**config.mk**
```make
export PLATFORM = sky130hd
export DESIGN_NAME = cqs_front
export DESIGN_NICKNAME = d
export VERILOG_FILES = /design/src/rtl/cqs_pkg.sv /design/src/rtl/cqs_front.sv
export SDC_FILE = /design/constraint.sdc
export NUM_CORES = 1
export LEC_CHECK = 0
export ABC_AREA = 1
export ABC_CLOCK_PERIOD_IN_PS = 7000
export BUFFER_PORTS_ARGS = -buffer_cell sky130_fd_sc_hd__buf_2
export CORE_ASPECT_RATIO = 1.4
export CORE_MARGIN = 4
export CORE_UTILIZATION = 27
export DETAILED_ROUTE_END_ITERATION = 10
export SLEW_MARGIN = 20
export SYNTH_ARGS = -nofsm -noshare
export SYNTH_HDL_FRONTEND = slang
export SYNTH_SLANG_ARGS = --single-unit
```
**constraint.sdc**
```tcl
create_clock -name i_clk -period 7 [get_ports i_clk]
set_input_delay 1.05 -clock i_clk [delete_from_list [all_inputs] [get_ports i_clk]]
set_output_delay 1.05 -clock i_clk [all_outputs]
set_load 0.03 [all_outputs]
```
**src/rtl/cqs_pkg.sv**
```systemverilog
// Package of types, constants and helper functions for the calendar queue scheduler.
package cqs_pkg;

    localparam int NUM_BUCKETS  = 4096;
    localparam int PACKET_SLOTS = 1024;

    localparam int HANDLE_W = 10;
    localparam int TIME_W   = 64;
    localparam int GRAN_W   = 32;
    localparam int HOR_W    = 48;
    localparam int CAP_W    = 11;
    localparam int CFG_AW   = 2;
    localparam int BKT_AW   = $clog2(NUM_BUCKETS);
    localparam int SLOT_AW  = $clog2(PACKET_SLOTS);
    localparam int CNT_W    = $clog2(PACKET_SLOTS + 1);
    localparam int STEP_W   = $clog2(NUM_BUCKETS + 1);
    localparam int DIV_CW   = $clog2(TIME_W);

    localparam logic [GRAN_W-1:0] RESET_GRAN    = GRAN_W'(10000);
    localparam logic [HOR_W-1:0]  RESET_HORIZON = HOR_W'(64'd20000000000);
    localparam logic [CAP_W-1:0]  RESET_LIMIT   = CAP_W'(1024);
    localparam logic [TIME_W-1:0] TIME_MAX      = {TIME_W{1'b1}};

    localparam logic [CFG_AW-1:0] CFG_GRAN    = 2'd0;
    localparam logic [CFG_AW-1:0] CFG_HORIZON = 2'd1;
    localparam logic [CFG_AW-1:0] CFG_LIMIT   = 2'd2;

    localparam logic REQ_ENQ = 1'b0;
    localparam logic REQ_DEQ = 1'b1;

    typedef struct packed {
        logic                req_type;
        logic [HANDLE_W-1:0] packet_handle;
        logic [TIME_W-1:0]   send_time;
        logic [TIME_W-1:0]   current_time;
    } t_in;

    typedef struct packed {
        logic                dropped;
        logic                out_valid;
        logic [HANDLE_W-1:0] out_handle;
        logic                queue_empty;
    } t_out;

    typedef struct packed {
        logic [GRAN_W-1:0] gran;
        logic [HOR_W-1:0]  horizon;
        logic [CAP_W-1:0]  limit;
    } t_cfg;

    typedef struct packed {
        logic [CNT_W-1:0]    len;
        logic [HANDLE_W-1:0] tail;
        logic [HANDLE_W-1:0] head;
    } t_bkt;

    typedef struct packed {
        logic valid;
        t_in  item;
    } t_fq;

    typedef struct packed {
        logic              start;
        logic [TIME_W-1:0] dividend;
        logic [GRAN_W-1:0] divisor;
    } t_div_req;

    typedef struct packed {
        logic              done;
        logic [TIME_W-1:0] quotient;
    } t_div_rsp;

    typedef struct packed {
        logic             clearing;
        logic [CNT_W-1:0] held;
    } t_bk_stat;

    typedef enum logic [3:0] {
        BK_CLEAR, BK_IDLE, BK_EQ_DIV, BK_EQ_RD, BK_EQ_UPD, BK_EQ_LNK,
        BK_DQ_DIV1, BK_DQ_DIV2, BK_DQ_RD, BK_DQ_CHK, BK_DQ_SAT, BK_DQ_POP
    } t_bk_state;

    function automatic logic [SLOT_AW-1:0] link_slot(input logic [HANDLE_W-1:0] h);
        return SLOT_AW'(h % PACKET_SLOTS);
    endfunction

    function automatic logic [BKT_AW-1:0] bucket_idx(input logic [TIME_W-1:0] q);
        return BKT_AW'(q % NUM_BUCKETS);
    endfunction

endpackage

```
**src/rtl/cqs_front.sv**
```systemverilog
// Front end that accepts request words into a two-entry queue for the back end.
module cqs_front (
    input  logic          i_clk,
    input  logic          i_rst_n,
    input  logic          i_push,
    input  cqs_pkg::t_in  i_item,
    input  logic          i_pop,
    output cqs_pkg::t_fq  o_head,
    output logic          o_full
);
    cqs_pkg::t_in r_q [2];
    logic         r_wp, r_rp;
    logic [1:0]   r_cnt, n_cnt;

    always_comb begin
        n_cnt = r_cnt;
        if (i_push && !i_pop) begin
            n_cnt = r_cnt + 2'd1;
        end else if (i_pop && !i_push) begin
            n_cnt = r_cnt - 2'd1;
        end
    end

    always_ff @(posedge i_clk) begin
        if (!i_rst_n) begin
            r_wp  <= 1'b0;
            r_rp  <= 1'b0;
            r_cnt <= '0;
        end else begin
            r_cnt <= n_cnt;
            if (i_push) begin
                r_wp <= ~r_wp;
            end
            if (i_pop) begin
                r_rp <= ~r_rp;
            end
        end
        if (i_push) begin
            r_q[r_wp] <= i_item;
        end
    end

    assign o_head.valid = r_cnt != 2'd0;
    assign o_head.item  = r_q[r_rp];
    assign o_full       = r_cnt == 2'd2;
endmodule

```
==> metrics.csv <==
stage,metric,value,unit
status,status,"finished, final reports clean",
yosys,synth.top_cell.area_share,81.1,%
timing,min_period,3.69,ns
setup_path,worst_setup_path_end_kind,primary output,
cells_and_area,syn_to_final_growth,27.8,%
routing,drt-total-wl,22.5,mm
routing,wire_per_inst,17.7,um
yosys,post-synth-top-count-cell,edfxtp_1,
global_route,grt_pass1_wl,32.6,mm
yosys,avgSynthCellArea,22.0,um2
yosys,synth_commonest_cells,"edfxtp_1, mux2_2, buf_6",
timing,finClkSkew,0.00834,ns
routing,remaining_drc_errors,0,
clock_network,post_cts_buffers,0,
worst_hold_path,min_path_type,flip-flop to flip-flop,
setup_path,path_cells,buf_4 -> mux2_2 -> buf_2,
setup_path,critical_path.max_fanout,56,
global_route,met1_usage,10.4,%
global_route,gr-usage-met2,19.4,%
yosys,synth_compound_area_share,0.0973,%
pwr,powerDensity,300,nW/um2
timing,finalSetupViolCount,0,
routing,vias,5346,
clock_network,cts_made_buffers,28,
floorplan,initial_utilization,27.3,%
placement,place_inst,1213,
routing,drt-pass1-iter-count,6,
yosys,ys_async_sr_fraction,0,%
timing,min_period_over_period,52.6,%
floorplan,die-area,41300,um2
clock_network,post_cts_resized,0,
global_route,grt_use_total,10.2,%
yosys,synth-simple-area-share,0.730,%
global_route,antenna_found_initial,7,
setup_path,critPathSlowestCell,dfxtp_4,
setup_path,cp-start-kind,flip-flop,
clock_network,h-tree-depth,1,
yosys,synthCells,467,
setup_path,crit_arrival,2.64,ns
setup_path,critPathKind,flip-flop to primary output,
yosys,netlist_area,10300,um2
routing,ant_nets,0,
global_route,grt_pass1_vias,5691,
timing,rsz0062_at_grt,no,
timing,final_max_slew_viol_count,0,
floorplan,fp.dieH,239,um
routing,detail_route.iter0.violations,207,
clock_network,root_buffer,clkbuf_16,
setup_path,path_delay_family,buffers and inverters,
placement,dpl.hpwl,15.2,mm
yosys,synth_nets,611,
timing,final_hold_viol_count,0,
yosys,synth_top_family_by_area,multiplexers,
cells_and_area,fin_nets,914,
global_route,met3_usage,2.50,%
yosys,synth-xor-area-share,0,%
clock_network,ctsHoldBuffers,0,
setup_path,cp.buffers_inverters,2,
yosys,synth_edf_count,278,
global_route,top_usage_layer,met2,
clock_network,cts_tree,yes,
yosys,synthAdderAreaFrac,0.122,%
cells_and_area,n_fill_cell,3602,
routing,viasPerCell,4.21,
yosys,synthMuxAreaShare,15.2,%
floorplan,io_pins,284,
pwr,peakVddDrop,0.205,mV
clock_network,cts_sinks,283,
yosys,synth-seq-cells,283,
clock_network,clk_pin_slew,0.06,ns
placement,gp_congestion,0.740,
timing,slew_headroom,36.5,%
yosys,netlist_top_cells_area,"edfxtp_1, mux2_2, buf_6, dfxtp_1, nand2_1",
setup_path,required,5.95,ns
yosys,yosysTopAreaCell,edfxtp_1,
cells_and_area,drive_above_1_share,60.6,%
timing,fmax,271,MHz
floorplan,core_area,37600,um2
yosys,seq_area_frac_synth,82.1,%
floorplan,die_w,173,um
yosys,synth_top_flop_cell,edfxtp_1,
setup_path,critPathMaxStageDelay,0.71,ns
yosys,ys_types,14,
cells_and_area,final_cell_count_no_fill,1270,
timing,worst_pin_slew,0.952,ns
yosys,synth_warnings,0,
flow_run,drv_cap,0,
pwr,p_leak,4.86,nW
global_route,grt_overflow,0,
clock_network,clk_latency,0.54,ns
floorplan,num_rows,84,
timing,tns,0,ns
clock_network,clock_path_buffers,3,
global_route,grt_max_degree,73,
placement,portBuffers,283,
## sequential cells by signal, indices dropped and copies added (netlist names), named ones only
register  cells
r_q         278
r_rp          1
r_cnt         2
r_wp          1
## through the flow
step	utilization, %	power [mW]	hold slack (ns)	worst slack [ns]	cell area, um2
floorplan	-	2.33	0.463	1.88	10300
global placement	32.4	2.47	0.477	3.76	12200
detailed placement	32.4	2.48	0.488	3.75	12200
CTS	34.9	4.01	0.504	3.17	13100
global route	35.0	4.10	0.513	3.14	13200
finish	35.0	3.95	0.505	3.31	13200
## worst paths after layout
kind,from,to,slack (ns),depth (start not counted)
max,flip-flop,o_head[43],3.31,3
min,r_rp,r_rp,0.51,2
max reg2reg,r_wp,r_q[1][78],4.62,3
min reg2reg,r_rp,r_rp,0.51,2
## worst reg2reg max path, cell delays in order, from the launching register on
cell,delay (ns)
dfxtp_1,0.40
nand2_1,0.16
inv_6,0.54
buf_4,0.86
## cell type report
| class | instances | area, um2 | area share [%] |
|---|---|---|---|
| tap | 473 | 592 | 4.50 |
| multi-input combinational | 161 | 1670 | 12.7 |
| clock buffer | 30 | 729 | 5.55 |
| clock inverter | 21 | 206 | 1.57 |
| sequential | 283 | 8450 | 64.3 |
| antenna | 6 | 15.0 | 0.114 |
| timing repair buffer | 288 | 1450 | 11.1 |
| inverter | 8 | 35.0 | 0.266 |
## power by group
group          leakage [nW]  internal [mW]  total (mW)  switching [mW]
Clock                 0.458          0.872        1.51           0.637
Sequential             2.65           1.96        1.99          0.0252
Combinational          1.75          0.152       0.448           0.296
## placed cells by master (no fill, tap or decap), drive strengths merged
master	Yosys	layout
buf	15	288
ha	1	1
clkbuf	0	30
inv	8	12
diode	0	6
edfxtp	278	278
mux2	139	139
clkinv	0	10
dfxtp	5	5
nor2	8	8
clkinvlp	0	4
bufinv	0	3
nand4	1	1
a21oi	1	1
nand3	1	1
o21ai	1	1
nand2	9	9
## cells by family after synthesis
| family | count (synthesis) |
|---|---|
| AO/OA/AOI/OAI | 2 |
| adder cells (fa/ha/maj) | 1 |
| buffers and inverters | 23 |
| flip-flops | 283 |
| multiplexers | 139 |
| AND/OR/NAND/NOR | 19 |
## layer usage
metal	vias up	part of all wire [%]	wire, um
met1	2663	35	7930
met2	167	55	12300
met3	56	5.7	1290
met5	-	0	0
met4	0	4.5	1020
li1	2460	-	-
(Power assumes the default switching activity.)
